File: src/rtl/tauv_fifo.sv
// Small flop-based word queue with occupancy count.
// Depends on nothing; depth must be a power of two.
module tauv_fifo #(
	parameter int W     = 8,
	parameter int DEPTH = 16
) (
	input  logic                       clk,
	input  logic                       arst_n,
	input  logic                       push,
	input  logic [W-1:0]               din,
	input  logic                       pop,
	output logic [W-1:0]               dout,
	output logic [$clog2(DEPTH+1)-1:0] count
);
	localparam int AW = $clog2(DEPTH);
	localparam int CW = $clog2(DEPTH+1);

	logic [W-1:0]  mem_q [DEPTH];
	logic [AW-1:0] wp_q;
	logic [AW-1:0] rp_q;
	logic [CW-1:0] cnt_q;

	// pointers and count
	always_ff @(posedge clk or negedge arst_n) begin
		if (!arst_n) begin
			wp_q  <= '0;
			rp_q  <= '0;
			cnt_q <= '0;
		end else begin
			if (push)
				wp_q <= wp_q + 1'b1;
			if (pop)
				rp_q <= rp_q + 1'b1;
			if (push && !pop)
				cnt_q <= cnt_q + 1'b1;
			else if (!push && pop)
				cnt_q <= cnt_q - 1'b1;
		end
	end

	// storage
	always_ff @(posedge clk) begin
		if (push)
			mem_q[wp_q] <= din;
	end

	assign dout  = mem_q[rp_q];
	assign count = cnt_q;

`ifndef SYNTHESIS
	a_no_overflow: assert property (@(posedge clk) disable iff (!arst_n)
		!(push && !pop && cnt_q == CW'(DEPTH)))
		else $error("queue written while full");
	a_no_underflow: assert property (@(posedge clk) disable iff (!arst_n)
		!(pop && cnt_q == '0))
		else $error("queue read while empty");
`endif
endmodule

File: config.mk
export PLATFORM = sky130hd
export DESIGN_NAME = tauv_fifo
export DESIGN_NICKNAME = d
export VERILOG_FILES = /design/src/rtl/tauv_fifo.sv
export SDC_FILE = /design/constraint.sdc
export NUM_CORES = 1
export LEC_CHECK = 0
export BUFFER_PORTS_ARGS = -buffer_cell sky130_fd_sc_hd__clkbuf_2
export CORE_MARGIN = 10
export CORE_UTILIZATION = 65
export DETAILED_ROUTE_END_ITERATION = 8
export GPL_ROUTABILITY_DRIVEN = 1
export PLACE_DENSITY = 0.84
export SLEW_MARGIN = 25
export SYNTH_ARGS = -nofsm -noshare
export SYNTH_HDL_FRONTEND = slang
export SYNTH_SLANG_ARGS = --single-unit
File: constraint.sdc
create_clock -name clk -period 4.8 [get_ports clk]
set_input_delay 0.24 -clock clk [delete_from_list [all_inputs] [get_ports clk]]
set_output_delay 0.24 -clock clk [all_outputs]
set_load 0.01 [all_outputs]
==> impl_results.md <==
* Status: finished, final reports clean
* Clock slew at reported path FFs at 0.06 ns
* First-pass GRT wire length at 17.57 mm
* Largest area contributor in the netlist: edfxtp_1
* Flops & latches, synth at 141
* Post-Layout Cell Count at 444
* Inserted Diodes at 0
* Vias in the first global route at 2984
* Root Buffer: clkbuf_8
* Post-synthesis xor/xnor area fraction at 0.01378
* P_leak at 2.241 nW
* Dpl cells at 410
* Crit-path cells: mux4_1 -> a22oi_1 -> nand2_1 -> clkbuf_2
* NumNets Final at 345
* Post-synthesis net count at 313
* DR iter-0 viols at 410
* VDD IR max at 414.8 uV
* Cell Area, Synth at 5719 um2
* Final Instance Area at 6484 um2
* Placed Area at 5878 um2
* Routed WL at 11.46 mm
* DR pass1 iterations at 5
* # IOs at 25
* WS Path Type: reg -> out
* Hold Fails Final Rpt at 0
* Main area contributors after synthesis: edfxtp_1 (67%), mux4_2 (7.9%), dfrtp_1 (5.7%)
* Cts bufs inserted at 17
* Layout cell share with drive strength beyond 1 at 0.2351
* Commonest non-fill, non-tap cell in the layout: edfxtp_1
* Fillers at 469
* Min cycle time layout at 2.742 ns
* Worst Setup Start Kind: flip-flop
* Delay-heaviest family, CP: flip-flops
* Setup total negative slack at 0 ns
* Slowest CP cell: dfrtp_4
* Area occupied by registers at 4173 um2
* Clk sinks at 141
* Drt wl/cell at 25.80 um
* Met3 wire len at 1.062 mm
* Sequential area share after synthesis at 0.7289
* P_sw at 1.224 mW
* Core area at 8636 um2
* Initial antenna violation count at 0
* Internal Power at 2.797 mW
* Post-DR vias/cell at 6.532
* Comb pwr share at 0.260
* Yosys cell types at 31
* DIE AREA at 12950 um2
* WP data required at 4.56 ns
* Largest family of logic cells by synthesized area: multiplexers
* Antenna-violating nets left at 0
* Row count at 34
* Die width at 113.8 um
* Synth Area in Adders at 0.02319
* Sequential Power Share at 0.420
* PortBufs at 24
* Clock Power Share at 0.320
* TritonCTS clock tree: yes
* Most frequent cells in the layout: edfxtp_1 (128), clkbuf_2 (24), nand2_1 (21), mux4_2 (20)
* Setup violators final at 0
* Die Y at 113.8 um
* Multi-input logic area at 1420 um2
* Least-Margin Pin Slew at 1.047 ns
* Layout area overhead at 13.37%
* Syn Inst Count at 291
* Largest net degree at the start of global routing at 36
* Worst path max stage delay at 0.85 ns
* CP Capture Type: output port
* Via count at 2900
* DR WL met2 at 5.684 mm
* Hold WC Path Type: in -> reg
* Post-DP HPWL at 6.679 mm
* Routability Congestion at 0.7378
* Slew headroom at 0.2991
* Starting Density at 0.6623
* Post-synth top area share at 0.6721
* Simple-gate area share of the yosys netlist at 0.03916
* GRT Util Overall at 0.1865
* Worst-path maximum fanout at 35
* Critical path data arrival time at 2.50 ns
* Achievable Freq at 364.8 MHz
* Sw Share at 0.3044
* DRC viols at 0
* WL met1 at 4.462 mm
* Yosys warns at 0
* Max Cap Viol at 0
* Top sig layer: met4
* Synthesized area per cell at 19.65 um2
* Power Dens Cells at 620.1 nW/um2
* CTS Buffer Depth at 2
* Final period utilization at 0.5712
* Later-pin clock latency in the skew report at 0.52 ns
* Final Slew Violations at 0
* H-tree level count at 4
* Worst Clk Skew at 0.008006 ns
* Mux cell area share after synthesis at 0.1396
* CP Buf/Inv Count at 1
* Total gr overflow at 0
* Synth Area in Compound Gates at 0.03172
* Hold_ws at 0.04715 ns
* Util after Layout at 0.7508
* RSZ-0062 raised after global routing: false
==> area by class of cell <==
| type | count | share of cell area |
|---|---|---|
| repair buffers | 28 | 0.02393 |
| inverters | 4 | 0.002316 |
| multi-input cells | 131 | 0.2190 |
| clock inverters | 14 | 0.02586 |
| clock buffers | 18 | 0.06445 |
| flip-flops and latches | 141 | 0.6436 |
| well taps | 108 | 0.02084 |
==> registers in the layout, indices dropped and copies added, names as in the netlist <==
register  flops
rp_q          4
wp_q          4
count         5
mem_q       128
==> cells by family after synthesis <==
| logic type | count (synthesis) |
|---|---|
| compound gates | 26 |
| fa+ha+maj | 10 |
| simple gates | 51 |
| xor+xnor | 9 |
| mux | 35 |
| flops | 141 |
| buf+inv | 19 |
==> power groups by stage <==
| stage | clock network, mW | registers, mW | logic, mW |
|---|---|---|---|
| after floorplan | 0 | 1.60 | 0.860 |
| after global placement | 0 | 1.70 | 1.01 |
| after detailed placement | 0 | 1.71 | 1.04 |
| after CTS | 1.30 | 1.69 | 1.05 |
| after global routing | 1.36 | 1.71 | 1.13 |
| final | 1.29 | 1.69 | 1.05 |
==> layer usage <==
metal | vias to the layer above | GRT usage
met2 | 156 | 0.2845
li1 | 1238 | -
met4 | 0 | 0.07519
met5 | - | 0
met1 | 1484 | 0.2432
met3 | 22 | 0.06247
==> through the flow <==
step	setup WS, ns	power (mW)
after global placement	2.360	2.704
final	2.058	4.021
after floorplan	3.035	2.459
after global routing	1.921	4.199
after detailed placement	2.566	2.752
after CTS	2.022	4.042
==> cells in the mapped netlist (all sizes together) <==
cell and n:
o31ai 1, a21oi 2, nor2 15, fa 1, mux4 32, a22oi 16, ha 9, a21o 2
nor2b 1, a2111oi 1, dfrtp 13, inv 4, clkbuf 5, nor3 5, nand2b 5, nand2 21
xnor2 6, and2b 1, clkdlybuf4s25 3, mux2i 1, edfxtp 128, o21ai 4, mux2 2, xor2 3
buf 7, and2 1, nand4 2
==> worst paths after layout <==
kind / slack [ns] / to / depth (start not counted) / start
setup / recovery: 2.06 / dout[5] / 4 / rp_q[0]
max in group asynchronous: 4.35 / rp_q[0] / 2 / arst_n
min in group asynchronous: 0.17 / count[0] / 2 / arst_n
setup reg to reg: 2.79 / mem_q[13][4] / 4 / wp_q[1]
hold reg to reg: 0.52 / count[2] / 2 / count[2]
hold / removal: 0.05 / wp_q[0] / 2 / push
==> timing repair <==
action                                 CTS  global route
hold buffers                             2             0
endpoints found under the hold margin   14             0
setup buffers                            0             0
gates resized for setup                  0             0
Note: power is estimated with default switching activity, not from simulation.
