===== config.mk =====
export PLATFORM = sky130hd
export DESIGN_NAME = tauv_front
export DESIGN_NICKNAME = d
export VERILOG_FILES = /design/src/rtl/tauv_pkg.sv /design/src/rtl/tauv_div.sv /design/src/rtl/tauv_front.sv
export SDC_FILE = /design/constraint.sdc
export NUM_CORES = 1
export LEC_CHECK = 0
export BUFFER_PORTS_ARGS = -buffer_cell sky130_fd_sc_hd__buf_2
export CAP_MARGIN = 20
export CORE_ASPECT_RATIO = 1.2
export CORE_MARGIN = 2
export CORE_UTILIZATION = 50
export CTS_CLUSTER_SIZE = 12
export DETAILED_ROUTE_END_ITERATION = 8
export PLACE_DENSITY = 0.79
export SETUP_SLACK_MARGIN = 0.1
export SLEW_MARGIN = 15
export SYNTH_ARGS = -nofsm -noshare
export SYNTH_HDL_FRONTEND = slang
export SYNTH_SLANG_ARGS = --single-unit

===== constraint.sdc =====
create_clock -name clk -period 5.4 [get_ports clk]
set_input_delay 1.35 -clock clk [delete_from_list [all_inputs] [get_ports clk]]
set_output_delay 1.35 -clock clk [all_outputs]
set_load 0.02 [all_outputs]

===== src/rtl/tauv_pkg.sv =====
// Shared types and constants for the tile atlas rectangle block.
// No dependencies; tauv_front, tauv_back and the top level use this package.
package tauv_pkg;

	// field widths fixed by the register map and result format
	localparam int CFG_W    = 12;
	localparam int TEX_W    = 15;
	localparam int PX_W     = 15;
	localparam int APB_DW   = 32;
	localparam int APB_AW   = 5;
	localparam int DIV_BPS  = 2;   // quotient bits resolved per divider stage

	// defaults for the top level parameters
	localparam int DEF_TILE_ID_BITS    = 16;
	localparam int DEF_MAX_TEXTURE_DIM = 16384;
	localparam int DEF_FRACTION_BITS   = 16;

	// register index (paddr[4:2])
	localparam logic [2:0] REG_TILE_WIDTH     = 3'd0;
	localparam logic [2:0] REG_TILE_HEIGHT    = 3'd1;
	localparam logic [2:0] REG_GRID_COLUMNS   = 3'd2;
	localparam logic [2:0] REG_GRID_ROWS      = 3'd3;
	localparam logic [2:0] REG_EDGE_MARGIN    = 3'd4;
	localparam logic [2:0] REG_TILE_GAP       = 3'd5;
	localparam logic [2:0] REG_TEXTURE_WIDTH  = 3'd6;
	localparam logic [2:0] REG_TEXTURE_HEIGHT = 3'd7;

	typedef struct packed {
		logic [CFG_W-1:0] tile_width;
		logic [CFG_W-1:0] tile_height;
		logic [CFG_W-1:0] grid_columns;
		logic [CFG_W-1:0] grid_rows;
		logic [CFG_W-1:0] edge_margin;
		logic [CFG_W-1:0] tile_gap;
		logic [TEX_W-1:0] texture_width;
		logic [TEX_W-1:0] texture_height;
	} cfg_t;

endpackage


===== src/rtl/tauv_div.sv =====
// Pipelined restoring divider, NL lanes sharing one valid and sideband.
// Uses DIV_BPS-style stepping set by BPS; no package dependency.
module tauv_div #(
	parameter int NL  = 1,
	parameter int VW  = 12,
	parameter int QW  = 16,
	parameter int BPS = 2,
	parameter int PW  = 1
) (
	input  logic                   clk,
	input  logic                   arst_n,
	input  logic                   in_valid,
	input  logic [NL-1:0][VW-1:0]  in_rem,
	input  logic [NL-1:0][QW-1:0]  in_dq,
	input  logic [NL-1:0][VW-1:0]  in_dvs,
	input  logic [PW-1:0]          in_pay,
	output logic                   out_valid,
	output logic [NL-1:0][QW-1:0]  out_quo,
	output logic [NL-1:0][VW-1:0]  out_rem,
	output logic [PW-1:0]          out_pay
);
	localparam int NS = (QW + BPS - 1) / BPS;

	logic                  vld_q [NS];
	logic [NL-1:0][VW-1:0] rem_q [NS];
	logic [NL-1:0][QW-1:0] dq_q  [NS];
	logic [NL-1:0][VW-1:0] dvs_q [NS];
	logic [PW-1:0]         pay_q [NS];

	for (genvar gs = 0; gs < NS; gs++) begin : g_st
		logic                  pv;
		logic [NL-1:0][VW-1:0] pr;
		logic [NL-1:0][QW-1:0] pq;
		logic [NL-1:0][VW-1:0] pd;
		logic [PW-1:0]         pp;
		logic [NL-1:0][VW-1:0] nr;
		logic [NL-1:0][QW-1:0] nq;

		if (gs == 0) begin : g_in
			assign pv = in_valid;
			assign pr = in_rem;
			assign pq = in_dq;
			assign pd = in_dvs;
			assign pp = in_pay;
		end else begin : g_prev
			assign pv = vld_q[gs-1];
			assign pr = rem_q[gs-1];
			assign pq = dq_q[gs-1];
			assign pd = dvs_q[gs-1];
			assign pp = pay_q[gs-1];
		end

		// BPS shift/compare/subtract steps; dividend bits leave the top of dq,
		// quotient bits enter at the bottom
		always_comb begin
			logic [VW:0]   t;
			logic [VW-1:0] r;
			logic [QW-1:0] q;
			logic          ge;
			for (int l = 0; l < NL; l++) begin
				r = pr[l];
				q = pq[l];
				for (int k = 0; k < BPS; k++) begin
					if (gs * BPS + k < QW) begin
						t  = {r, q[QW-1]};
						ge = (t >= {1'b0, pd[l]});
						r  = ge ? VW'(t - {1'b0, pd[l]}) : t[VW-1:0];
						q  = {q[QW-2:0], ge};
					end
				end
				nr[l] = r;
				nq[l] = q;
			end
		end

		always_ff @(posedge clk or negedge arst_n) begin
			if (!arst_n)
				vld_q[gs] <= 1'b0;
			else
				vld_q[gs] <= pv;
		end

		always_ff @(posedge clk) begin
			rem_q[gs] <= nr;
			dq_q[gs]  <= nq;
			dvs_q[gs] <= pd;
			pay_q[gs] <= pp;
		end
	end

	assign out_valid = vld_q[NS-1];
	assign out_quo   = dq_q[NS-1];
	assign out_rem   = rem_q[NS-1];
	assign out_pay   = pay_q[NS-1];
endmodule


===== src/rtl/tauv_front.sv =====
// Front end: accepts tile ids, flags invalid requests, splits the index
// into column and row. Depends on tauv_pkg and tauv_div.
module tauv_front #(
	parameter int IDW    = tauv_pkg::DEF_TILE_ID_BITS,
	parameter int MAXDIM = tauv_pkg::DEF_MAX_TEXTURE_DIM,
	parameter int QDEPTH = 16
) (
	input  logic                             clk,
	input  logic                             arst_n,
	input  tauv_pkg::cfg_t                   cfg,
	input  logic                             in_valid,
	input  logic [IDW-1:0]                   tile_id,
	output logic                             full,
	input  logic [$clog2(QDEPTH+1)-1:0]      q_count,
	output logic                             out_valid,
	output logic                             out_bad,
	output logic [tauv_pkg::CFG_W-1:0]       out_col,
	output logic [IDW-1:0]                   out_row
);
	import tauv_pkg::*;

	localparam int CW    = $clog2(QDEPTH+1);
	localparam int CELLW = 2 * CFG_W;
	localparam int CMPW  = (IDW > CELLW) ? IDW : CELLW;
	localparam logic [16:0] MAXV = 17'(MAXDIM);

	logic [CELLW-1:0] cells_q;
	logic [CW-1:0]    cnt_q;
	logic             accept;
	logic             cfg_bad;
	logic             vld_s1;
	logic [IDW-1:0]   id_s1;
	logic             cfg_bad_s1;
	logic             bad_c;
	logic [IDW-1:0]   idx_c;

	// grid size, held for the id range check
	always_ff @(posedge clk or negedge arst_n) begin
		if (!arst_n)
			cells_q <= '0;
		else
			cells_q <= cfg.grid_columns * cfg.grid_rows;
	end

	// request-independent reasons for an empty rectangle
	assign cfg_bad = (cfg.grid_columns == '0) || (cfg.grid_rows == '0) ||
		(cfg.tile_width == '0) || (cfg.tile_height == '0) ||
		(cfg.texture_width == '0) || (cfg.texture_height == '0) ||
		({2'b00, cfg.texture_width} > MAXV) || ({2'b00, cfg.texture_height} > MAXV);

	// credit: words in flight plus words queued never exceed the queue depth
	assign full   = ({1'b0, cnt_q} + {1'b0, q_count}) >= (CW+1)'(QDEPTH);
	assign accept = in_valid && !full;

	always_ff @(posedge clk or negedge arst_n) begin
		if (!arst_n)
			cnt_q <= '0;
		else if (accept && !out_valid)
			cnt_q <= cnt_q + 1'b1;
		else if (!accept && out_valid)
			cnt_q <= cnt_q - 1'b1;
	end

	// stage 1: capture id
	always_ff @(posedge clk or negedge arst_n) begin
		if (!arst_n)
			vld_s1 <= 1'b0;
		else
			vld_s1 <= accept;
	end

	always_ff @(posedge clk) begin
		id_s1      <= tile_id;
		cfg_bad_s1 <= cfg_bad;
	end

	assign bad_c = cfg_bad_s1 || (id_s1 == '0) || (CMPW'(id_s1) > CMPW'(cells_q));
	assign idx_c = id_s1 - 1'b1;

	// index / columns: quotient is the row, remainder the column
	tauv_div #(
		.NL (1),
		.VW (CFG_W),
		.QW (IDW),
		.BPS(DIV_BPS),
		.PW (1)
	) u_div (
		.clk      (clk),
		.arst_n   (arst_n),
		.in_valid (vld_s1),
		.in_rem   ('0),
		.in_dq    (idx_c),
		.in_dvs   (cfg.grid_columns),
		.in_pay   (bad_c),
		.out_valid(out_valid),
		.out_quo  (out_row),
		.out_rem  (out_col),
		.out_pay  (out_bad)
	);

`ifndef SYNTHESIS
	a_credit: assert property (@(posedge clk) disable iff (!arst_n)
		({1'b0, cnt_q} + {1'b0, q_count}) <= (CW+1)'(QDEPTH))
		else $error("front overcommitted the queue");
`endif
endmodule


==> run metrics <==
count of standard-cell rows 87; drt drc 0; commonest non-fill, non-tap cell in the layout dfxtp_1; Async SR Flop Fraction 0.102; Syn Inst Count 2474; Max Clk Rate 0.179 GHz; I/O Buffers 132; CTS buffer count 42; # nets final 3240; hpwl dp 41.7 mm; Starting DRT DRC Count 949; ANT cells 0; Final ANT Viol Nets 0; routed vias 18200; initial antenna violation count 0; die height 241 µm; P per Cell Area 596 nW/µm²; synth unique cells 74; Crit path top cell by count fa_1; element type at the critical path end register; final WL 52.7 mm; PnR worst setup slack -195 ps; Final Non-Filler Cells 3380; Crit Path Category primary input to register; crit-path max cell delay 540 ps; Worst setup SP type primary input; post-layout util 0.592; setup violators final 4; Mapped Nets 2985; Pleak 13.3 nW; Placed Area 25700 µm²; vias per cell 5.37; Synth Register Bits 371; Final min period 5590 ps; Placed Cells 3284; WP data arrival 6060 ps; gpl congestion 0.949; Root Driver clkbuf_16; synthesized cell area 23500 µm²; final hold slack 298 ps; clk_lat worst skew 570 ps; min-delay worst type register to register; pre-CTS WS -976 ps; most frequent cells in the layout dfxtp_1, inv_1, ha_1; TritonCTS clock tree yes; failing checks setup timing; worst-margin pin slew 946 ps; Hold Fails Final Rpt 0; Req. time, crit path 5860 ps; crit-path cells buf_12 -> buf_6 -> nand2_2 -> fa_1 -> inv_1 -> fa_1 -> fa_1 -> fa_1 -> inv_2 -> fa_1 -> inv_2 -> ha_4 -> nor2b_1 -> a211oi_2 -> a21oi_2 -> a41o_1 -> o41a_1 -> a21o_1 -> a21oi_2 -> xnor2_1; fraction of layout cells with a size suffix above 1 0.204; first-pass GRT wire length 85.6 mm; drt first pass iters 5; DIE WIDTH 202 µm; die area 48700 µm²; largest net degree at the start of global routing 39; Reg clk slew, reported paths 60 ps; Crit Path Max Fanout 6; critical path's slowest cell fa_1; Starting Density 0.503; crit path buf inv count 5; routed length per instance 15.6 µm; vias in the first global route 18700; Max VDD drop 0.401 mV; H-tree depth 2; max-cap viol count 0; relative slew slack 0.369; RSZ-0062 raised after global routing yes; Period Utilization, post-route 1.04; clk buf depth 3; gr usage total 0.212; core area 46700 µm²; Syn. warnings 0; Final Max Slew Viols 0; aggregate global routing overflow 0; status complete, but fails checks; Synth-to-Final Area Change 17.7%; ys flop type dfxtp_1; Mapped Avg Cell Area 9.49 µm²; number of flops mapped to enable cells by yosys 0; CTS Sinks 371; Crit path max-delay family adder cells; sequential-to-total area share from yosys stat 0.324; Boundary Pins 157; Final Instance Area 27600 µm²; Setup Skew 30.9 ps
-- layer usage --
layer	vias to the layer above	track usage	wire (µm)	share of wire
li1	8855	-	-	-
met1	8671	0.227	20600	0.39
met2	488	0.410	27700	0.53
met3	153	0.0293	2110	0.040
met4	0	0.0965	2260	0.043
met5	-	0	0	0
-- final cells by class --
type                    instances  area (µm²)
clock buffers                  57        1160
clock inverters                15         139
fillers                      3805       19100
inverters                     321        1210
multi-input cells            1722       14800
flip-flops and latches        371        7620
well taps                     623         779
repair buffers                271        1890
-- power by group --
group | switching, mW | total [mW] | internal (mW)
Clock | 1.13 | 2.69 | 1.56
Sequential | 0.244 | 3.61 | 3.36
Combinational | 5.07 | 10.2 | 5.12
-- cells by family (layout without fill, tap and decap cells) --
logic type	after synthesis	after routing	share of synthesized area
AOI/OAI and AO/OA	428	429	0.117
xor gates and xnor gates	167	167	0.0623
adders and majority gates	385	385	0.242
buffers and inverters	382	664	0.0652
DFF	371	371	0.324
muxes	122	122	0.0575
and+or+nand+nor	619	619	0.131
-- cell usage after synthesis (22+ instances only) --
| library cell | count | area share |
|---|---|---|
| o21ai_0 | 109 | 0.023 |
| xnor2_1 | 102 | 0.038 |
| nor2_1 | 123 | 0.020 |
| nand2_1 | 185 | 0.030 |
| clkbuf_1 | 30 | 0.0048 |
| nand4_1 | 35 | 0.0093 |
| inv_1 | 321 | 0.051 |
| mux2i_1 | 22 | 0.0094 |
| nor3_1 | 52 | 0.011 |
| o21a_1 | 35 | 0.011 |
| ha_1 | 269 | 0.14 |
| nand2b_1 | 25 | 0.0067 |
| a21oi_1 | 125 | 0.027 |
| a21o_1 | 47 | 0.015 |
| dfxtp_1 | 333 | 0.28 |
| fa_1 | 116 | 0.099 |
| xor2_1 | 65 | 0.024 |
| nand3_1 | 29 | 0.0062 |
| mux2_2 | 99 | 0.047 |
| nor4_1 | 29 | 0.0077 |
| dfrtp_1 | 38 | 0.040 |
| and2_1 | 62 | 0.017 |
| nor2b_1 | 39 | 0.010 |
-- path summary, 6_finish.rpt --
check                      cells after the start  slack (ps)            endpoint                from
min reg2reg                                    0         300   u_div.dq_q[1][46]   u_div.dq_q[1][28]
max reg2reg                                   22         270  u_div.rem_q[1][32]  u_div.dvs_q[1][13]
min                                            0         300   u_div.dq_q[1][46]   u_div.dq_q[1][28]
min in group asynchronous                      1         930     u_div.out_valid              arst_n
max in group asynchronous                      1        3850         cells_q[20]              arst_n
max                                           20        -190         cells_q[23]             cfg[57]
-- flip-flops by register name, summed over array words and instances, names as in the netlist --
name             flops
cfg_bad_s1           1
u_div.pay_q          8
cnt_q                5
u_div.g_st.pv        7
id_s1               16
u_div.dq_q         128
vld_s1               1
u_div.dvs_q         84
u_div.out_valid      1
u_div.rem_q         96
cells_q             24
-- per-stage QoR --
stage	power (mW)	TNS, ps
after global placement	12.5	-5960
final	16.5	-597
after floorplan	10.8	-2310
after detailed placement	12.9	-7390
after CTS	16.0	-462
after global routing	17.8	-1170
-- what timing repair did --
action | 4_1_cts | 5_1_grt
hold buffers | 0 | 0
gates cloned | 0 | 2
gates resized for setup | 55 | 86
setup endpoints to repair | 24 | 104
pin swaps | 17 | 35
setup buffers | 5 | 17
Power figures use the tool's default switching activity.
