`src/rtl/tauv_pkg.sv`:
```
// Shared types and constants for the tile atlas rectangle block.
// No dependencies; tauv_front, tauv_back and the top level use this package.
package tauv_pkg;

	// field widths fixed by the register map and result format
	localparam int CFG_W    = 12;
	localparam int TEX_W    = 15;
	localparam int PX_W     = 15;
	localparam int APB_DW   = 32;
	localparam int APB_AW   = 5;
	localparam int DIV_BPS  = 2;   // quotient bits resolved per divider stage

	// defaults for the top level parameters
	localparam int DEF_TILE_ID_BITS    = 16;
	localparam int DEF_MAX_TEXTURE_DIM = 16384;
	localparam int DEF_FRACTION_BITS   = 16;

	// register index (paddr[4:2])
	localparam logic [2:0] REG_TILE_WIDTH     = 3'd0;
	localparam logic [2:0] REG_TILE_HEIGHT    = 3'd1;
	localparam logic [2:0] REG_GRID_COLUMNS   = 3'd2;
	localparam logic [2:0] REG_GRID_ROWS      = 3'd3;
	localparam logic [2:0] REG_EDGE_MARGIN    = 3'd4;
	localparam logic [2:0] REG_TILE_GAP       = 3'd5;
	localparam logic [2:0] REG_TEXTURE_WIDTH  = 3'd6;
	localparam logic [2:0] REG_TEXTURE_HEIGHT = 3'd7;

	typedef struct packed {
		logic [CFG_W-1:0] tile_width;
		logic [CFG_W-1:0] tile_height;
		logic [CFG_W-1:0] grid_columns;
		logic [CFG_W-1:0] grid_rows;
		logic [CFG_W-1:0] edge_margin;
		logic [CFG_W-1:0] tile_gap;
		logic [TEX_W-1:0] texture_width;
		logic [TEX_W-1:0] texture_height;
	} cfg_t;

endpackage

```
`src/rtl/tauv_div.sv`:
```
// Pipelined restoring divider, NL lanes sharing one valid and sideband.
// Uses DIV_BPS-style stepping set by BPS; no package dependency.
module tauv_div #(
	parameter int NL  = 1,
	parameter int VW  = 12,
	parameter int QW  = 16,
	parameter int BPS = 2,
	parameter int PW  = 1
) (
	input  logic                   clk,
	input  logic                   arst_n,
	input  logic                   in_valid,
	input  logic [NL-1:0][VW-1:0]  in_rem,
	input  logic [NL-1:0][QW-1:0]  in_dq,
	input  logic [NL-1:0][VW-1:0]  in_dvs,
	input  logic [PW-1:0]          in_pay,
	output logic                   out_valid,
	output logic [NL-1:0][QW-1:0]  out_quo,
	output logic [NL-1:0][VW-1:0]  out_rem,
	output logic [PW-1:0]          out_pay
);
	localparam int NS = (QW + BPS - 1) / BPS;

	logic                  vld_q [NS];
	logic [NL-1:0][VW-1:0] rem_q [NS];
	logic [NL-1:0][QW-1:0] dq_q  [NS];
	logic [NL-1:0][VW-1:0] dvs_q [NS];
	logic [PW-1:0]         pay_q [NS];

	for (genvar gs = 0; gs < NS; gs++) begin : g_st
		logic                  pv;
		logic [NL-1:0][VW-1:0] pr;
		logic [NL-1:0][QW-1:0] pq;
		logic [NL-1:0][VW-1:0] pd;
		logic [PW-1:0]         pp;
		logic [NL-1:0][VW-1:0] nr;
		logic [NL-1:0][QW-1:0] nq;

		if (gs == 0) begin : g_in
			assign pv = in_valid;
			assign pr = in_rem;
			assign pq = in_dq;
			assign pd = in_dvs;
			assign pp = in_pay;
		end else begin : g_prev
			assign pv = vld_q[gs-1];
			assign pr = rem_q[gs-1];
			assign pq = dq_q[gs-1];
			assign pd = dvs_q[gs-1];
			assign pp = pay_q[gs-1];
		end

		// BPS shift/compare/subtract steps; dividend bits leave the top of dq,
		// quotient bits enter at the bottom
		always_comb begin
			logic [VW:0]   t;
			logic [VW-1:0] r;
			logic [QW-1:0] q;
			logic          ge;
			for (int l = 0; l < NL; l++) begin
				r = pr[l];
				q = pq[l];
				for (int k = 0; k < BPS; k++) begin
					if (gs * BPS + k < QW) begin
						t  = {r, q[QW-1]};
						ge = (t >= {1'b0, pd[l]});
						r  = ge ? VW'(t - {1'b0, pd[l]}) : t[VW-1:0];
						q  = {q[QW-2:0], ge};
					end
				end
				nr[l] = r;
				nq[l] = q;
			end
		end

		always_ff @(posedge clk or negedge arst_n) begin
			if (!arst_n)
				vld_q[gs] <= 1'b0;
			else
				vld_q[gs] <= pv;
		end

		always_ff @(posedge clk) begin
			rem_q[gs] <= nr;
			dq_q[gs]  <= nq;
			dvs_q[gs] <= pd;
			pay_q[gs] <= pp;
		end
	end

	assign out_valid = vld_q[NS-1];
	assign out_quo   = dq_q[NS-1];
	assign out_rem   = rem_q[NS-1];
	assign out_pay   = pay_q[NS-1];
endmodule

```
`src/rtl/tauv_back.sv`:
```
// Back end: pixel edges from column/row, bounds check, normalized edges.
// Depends on tauv_pkg and tauv_div.
module tauv_back #(
	parameter int IDW    = tauv_pkg::DEF_TILE_ID_BITS,
	parameter int FRAC   = tauv_pkg::DEF_FRACTION_BITS,
	parameter int QDEPTH = 16
) (
	input  logic                                          clk,
	input  logic                                          arst_n,
	input  tauv_pkg::cfg_t                                cfg,
	input  logic                                          in_valid,
	input  logic                                          in_bad,
	input  logic [tauv_pkg::CFG_W-1:0]                    in_col,
	input  logic [IDW-1:0]                                in_row,
	output logic                                          in_pop,
	input  logic [$clog2(QDEPTH+1)-1:0]                   out_count,
	output logic                                          out_push,
	output logic [1+4*tauv_pkg::PX_W+4*(FRAC+1)-1:0]      out_word
);
	import tauv_pkg::*;

	localparam int CW  = $clog2(QDEPTH+1);
	localparam int UVW = FRAC + 1;
	localparam int PTW = CFG_W + 1;
	localparam int LPW = CFG_W + PTW;
	localparam int TPW = IDW + PTW;
	localparam int LW  = LPW + 1;
	localparam int TW  = TPW + 1;
	localparam int RW  = LW + 1;
	localparam int BW  = TW + 1;
	localparam int PAYW = 1 + 4 * PX_W;
	localparam int OW  = 1 + 4 * PX_W + 4 * UVW;

	logic [CW-1:0]  cnt_q;
	logic           vld_s1, vld_s2, vld_s3;
	logic           bad_s1, bad_s2, ok_s3;
	logic [LPW-1:0] lp_s1;
	logic [TPW-1:0] tp_s1;
	logic [LW-1:0]  left_s2;
	logic [TW-1:0]  top_s2;
	logic [RW-1:0]  right_c;
	logic [BW-1:0]  bottom_c;
	logic [PX_W-1:0] left_s3, top_s3, right_s3, bottom_s3;
	logic [3:0][TEX_W-1:0] n_rem;
	logic [3:0][UVW-1:0]   n_dq;
	logic [3:0][TEX_W-1:0] n_dvs;
	logic [3:0][UVW-1:0]   n_quo;
	logic [3:0][PX_W-1:0]  edges;
	logic [PAYW-1:0] pay_out;
	logic            div_valid;

	// credit against the result queue
	assign in_pop = in_valid && (({1'b0, cnt_q} + {1'b0, out_count}) < (CW+1)'(QDEPTH));

	always_ff @(posedge clk or negedge arst_n) begin
		if (!arst_n)
			cnt_q <= '0;
		else if (in_pop && !div_valid)
			cnt_q <= cnt_q + 1'b1;
		else if (!in_pop && div_valid)
			cnt_q <= cnt_q - 1'b1;
	end

	// valid pipe
	always_ff @(posedge clk or negedge arst_n) begin
		if (!arst_n) begin
			vld_s1 <= 1'b0;
			vld_s2 <= 1'b0;
			vld_s3 <= 1'b0;
		end else begin
			vld_s1 <= in_pop;
			vld_s2 <= vld_s1;
			vld_s3 <= vld_s2;
		end
	end

	// s1: offsets = index * pitch; s2: add margin; s3: far edges and bounds
	assign right_c  = RW'(left_s2) + RW'(cfg.tile_width);
	assign bottom_c = BW'(top_s2) + BW'(cfg.tile_height);

	always_ff @(posedge clk) begin
		bad_s1    <= in_bad;
		lp_s1     <= LPW'(in_col * (PTW'(cfg.tile_width) + PTW'(cfg.tile_gap)));
		tp_s1     <= TPW'(in_row * (PTW'(cfg.tile_height) + PTW'(cfg.tile_gap)));
		bad_s2    <= bad_s1;
		left_s2   <= LW'(lp_s1) + LW'(cfg.edge_margin);
		top_s2    <= TW'(tp_s1) + TW'(cfg.edge_margin);
		ok_s3     <= !bad_s2 && (right_c <= RW'(cfg.texture_width)) &&
			(bottom_c <= BW'(cfg.texture_height));
		left_s3   <= left_s2[PX_W-1:0];
		top_s3    <= top_s2[PX_W-1:0];
		right_s3  <= right_c[PX_W-1:0];
		bottom_s3 <= bottom_c[PX_W-1:0];
	end

	// lanes: left, top, right, bottom; an edge never exceeds its size on a
	// valid word, so edge>>1 is a legal starting remainder
	assign edges = {bottom_s3, right_s3, top_s3, left_s3};
	always_comb begin
		for (int l = 0; l < 4; l++) begin
			n_rem[l] = TEX_W'(edges[l][PX_W-1:1]);
			n_dq[l]  = {edges[l][0], FRAC'(0)};
			n_dvs[l] = (l == 0 || l == 2) ? cfg.texture_width : cfg.texture_height;
		end
	end

	tauv_div #(
		.NL (4),
		.VW (TEX_W),
		.QW (UVW),
		.BPS(DIV_BPS),
		.PW (PAYW)
	) u_norm (
		.clk      (clk),
		.arst_n   (arst_n),
		.in_valid (vld_s3),
		.in_rem   (n_rem),
		.in_dq    (n_dq),
		.in_dvs   (n_dvs),
		.in_pay   ({ok_s3, left_s3, top_s3, right_s3, bottom_s3}),
		.out_valid(div_valid),
		.out_quo  (n_quo),
		.out_rem  (),
		.out_pay  (pay_out)
	);

	// invalid words leave as all zero
	assign out_push = div_valid;
	assign out_word = pay_out[PAYW-1] ?
		{pay_out, n_quo[0], n_quo[1], n_quo[2], n_quo[3]} : OW'(0);

`ifndef SYNTHESIS
	a_credit: assert property (@(posedge clk) disable iff (!arst_n)
		({1'b0, cnt_q} + {1'b0, out_count}) <= (CW+1)'(QDEPTH))
		else $error("back overcommitted the result queue");
`endif
endmodule

```
`config.mk`:
```
export PLATFORM = sky130hd
export DESIGN_NAME = tauv_back
export DESIGN_NICKNAME = d
export VERILOG_FILES = /design/src/rtl/tauv_pkg.sv /design/src/rtl/tauv_div.sv /design/src/rtl/tauv_back.sv
export SDC_FILE = /design/constraint.sdc
export NUM_CORES = 2
export LEC_CHECK = 0
export BUFFER_PORTS_ARGS = -buffer_cell sky130_fd_sc_hd__buf_2
export CAP_MARGIN = 20
export CORE_MARGIN = 4
export CORE_UTILIZATION = 58
export DETAILED_ROUTE_END_ITERATION = 10
export PLACE_DENSITY = 0.83
export SYNTH_ARGS = -nofsm -noshare
export SYNTH_HDL_FRONTEND = slang
export SYNTH_SLANG_ARGS = --single-unit
```
`constraint.sdc`:
```
create_clock -name clk -period 6.05 [get_ports clk]
set_clock_uncertainty 0.2 [all_clocks]
set_input_delay 0.605 -clock clk [delete_from_list [all_inputs] [get_ports clk]]
set_output_delay 0.605 -clock clk [all_outputs]
set_load 0.05 [all_outputs]
```
==> impl_metrics.env <==
export IMPL_status="complete, but fails checks"
export IMPL_violations="negative setup slack"
export IMPL_vias=84200
export IMPL_root_buffer="clkbuf_16"
export IMPL_synth_compound_area_share_pct=15.2
export IMPL_final_setup_worst_slack_ns=-1.00
export IMPL_cap_violations=0
export IMPL_hpwlAfterDp_um=227000
export IMPL_fin_hold_ws_ns=0.0603
export IMPL_netlist_area_um2=106000
export IMPL_max_clock_freq_ghz=0.142
export IMPL_synthFlopType="dfxtp_1"
export IMPL_ys_seq_area_share_pct=34.5
export IMPL_synthCells=11100
export IMPL_grt_pass1_wl_um=449000
export IMPL_synth_edff_count=0
export IMPL_period_needed_ns=7.05
export IMPL_crit_fanout=7
export IMPL_worst_setup_hold_path_clk_slew_ns=0.06
export IMPL_drc=0
export IMPL_wl_per_cell_um=19.7
export IMPL_ys_ff_latch=1815
export IMPL_design_area_um2=122000
export IMPL_synth_top_family_by_area="adder cells"
export IMPL_die_w_um=435
export IMPL_ys_types=95
export IMPL_synth_nets=12800
export IMPL_setup_viol=22
export IMPL_utilization_pct=67.4
export IMPL_drv_slew=0
export IMPL_fp_dieH_um=435
export IMPL_synth_simple_gate_area_share_pct=12.8
export IMPL_max_slew_margin_pct=46.7
export IMPL_place_ws_ns=-1.90
export IMPL_drt_iter0_markers=5851
export IMPL_slowest_stage="fa_2"
export IMPL_slowest_delay_ns=0.55
export IMPL_yosysTopAreaCell="dfxtp_1"
export IMPL_ys_warn_count=0
export IMPL_synth_async_reset_ratio_pct=0.937
export IMPL_htree_levels=4
export IMPL_grt_max_degree=74
export IMPL_worst_pin_slew_ns=0.779
export IMPL_start_util_pct=58.4
export IMPL_grt_pass1_vias=84900
export IMPL_numCtsBuffers=180
export IMPL_dr_pass1_iters=7
export IMPL_grt_usage_pct=29.3
export IMPL_clockBufferDepth=3
export IMPL_core_area_um2=181000
export IMPL_num_rows=156
export IMPL_nets=13700
export IMPL_fillers=13800
export IMPL_timing_critical_path_mode_cell="fa_2"
export IMPL_synthAdderAreaFrac_pct=20.4
export IMPL_synthTopCellsByArea="dfxtp_1 (34%), ha_1 (15%), mux2_2 (5.8%)"
export IMPL_synth_top_area_share_pct=34.1
export IMPL_critical_path_class="in2reg"
export IMPL_fp_dieArea_um2=189000
export IMPL_crit_path_start_kind="input pin"
export IMPL_rsz0062_at_grt="true"
export IMPL_cp_arrival_ns=7.60
export IMPL_io_buffers=245
export IMPL_clk_latency_ns=0.86
export IMPL_ant_nets=0
export IMPL_r2r_setup_slack_ns=0.13
export IMPL_routed_wl_um=287000
export IMPL_vias_per_cell=5.79
export IMPL_synth_area_per_cell_um2=9.49
export IMPL_antenna_found_initial=12
export IMPL_syn2layout_area_growth_pct=15.4
export IMPL_critPathRequiredTime_ns=6.60
export IMPL_period_share_pct=117
export IMPL_cp_end_kind="flop"
export IMPL_synthXorXnorAreaFrac_pct=6.95
export IMPL_hold_class="in2reg"
export IMPL_hold_viol=0
export IMPL_synthTopCellsByCount="dfxtp_1 (1798), ha_1 (1235), inv_1 (885)"
export IMPL_grt_overflow_total=0
export IMPL_drive_gt1_share_pct=16.8
export IMPL_muxShareOfSynthArea_pct=6.24
export IMPL_dpl_cell_area_um2=114000
export IMPL_clock_sinks=1815
export IMPL_cts_tree="built"
export IMPL_pin_count=270
export IMPL_gp_congestion=0.976
export IMPL_yosysMostFrequentCell="dfxtp_1"
kinds of logic (layout without fill, tap and decap cells):
family                     Yosys count  in the layout
buffers and inverters             1089           2127
xor gates and xnor gates           838            838
other                                0              7
DFF                               1815           1815
AOI/OAI and AO/OA                 2491           2491
and+or+nand+nor                   2768           2768
adders and majority gates         1542           1542
muxes                              582            582
stage by stage:
step                instances  setup TNS, ns
floorplan               11100         -14.86
global placement        14100         -31.16
detailed placement      14100         -34.85
CTS                     14500          -4.80
global route            14500         -13.94
finish                  14500          -8.04
flip-flops by register name (all words and copies together) (netlist names), 5 cells and up:
signal	cells
cnt_q	5
u_norm.g_st.pv	8
u_norm.rem_q	480
top_s2	30
u_norm.dvs_q	240
left_s2	26
bottom_s3	15
u_norm.pay_q	549
u_norm.dq_q	356
tp_s1	29
top_s3	15
lp_s1	25
left_s3	15
right_s3	15
critical path, delay by kind of cell:
kind            cells  cell delay, ns
fa+ha+maj           8            3.07
compound gates     14            2.73
buf+inv             6            0.51
xor+xnor            2            0.30
simple gates        3            0.36
cell usage in the layout (no fill, tap or decap), types with 163 or more instances in the layout:
cell type | synthesis | layout
a21o_1 | 268 | 262
a21oi_1 | 724 | 686
and2_1 | 310 | 300
buf_2 | 27 | 242
buf_4 | 3 | 565
clkbuf_16 | 0 | 181
dfxtp_1 | 1798 | 1796
fa_1 | 307 | 292
ha_1 | 1235 | 1211
inv_1 | 885 | 856
mux2_2 | 546 | 546
nand2_1 | 686 | 670
nand3_1 | 165 | 163
nor2_1 | 707 | 698
nor3_1 | 240 | 238
o21a_1 | 218 | 218
o21ai_0 | 519 | 499
xnor2_1 | 631 | 625
xor2_1 | 207 | 207
routing by layer:
layer  GRT usage, %  share of wire [%]
met3           3.77                5.8
met5              0             0.0059
met1           36.0                 41
met2           49.6                 47
met4           17.0                6.3
worst paths after layout:
kind,startpoint,to,depth (start not counted)
max,cfg[78],tp_s1[27]$_DFF_P_,33
min,cfg[43],top_s2[1]$_DFF_P_,4
max reg2reg,u_norm.dvs_q[0][414]$_DFF_P_,u_norm.rem_q[0][468]$_DFF_P_,20
min reg2reg,u_norm.dq_q[5][23]$_DFF_P_,u_norm.dq_q[6][25]$_DFF_P_,0
max in group asynchronous,arst_n,vld_s3$_DFF_PN0_,3
min in group asynchronous,arst_n,cnt_q[3]$_DFFE_PN0P_,3
cell type report:
class | count | area, um^2 | area share [%]
Clock inverter | 88 | 1250 | 1.02
Clock buffer | 243 | 5040 | 4.14
Sequential cell | 1815 | 36400 | 29.9
Inverter | 889 | 3340 | 2.74
Tap cell | 2370 | 2970 | 2.43
Multi-Input combinational cell | 8221 | 66100 | 54.3
Timing Repair Buffer | 907 | 6700 | 5.50
Antenna cell | 7 | 17.5 | 0.0144
repair_timing:
action,in CTS,in global routing
endpoints found under the hold margin,64,0
pin swaps,54,97
hold buffers,47,0
setup buffers,25,34
resized for setup,57,115
endpoints found under the setup margin,35,342
Power is not shown: default switching activity piles up to over one toggle a cycle in this logic, so the estimate is an artifact.
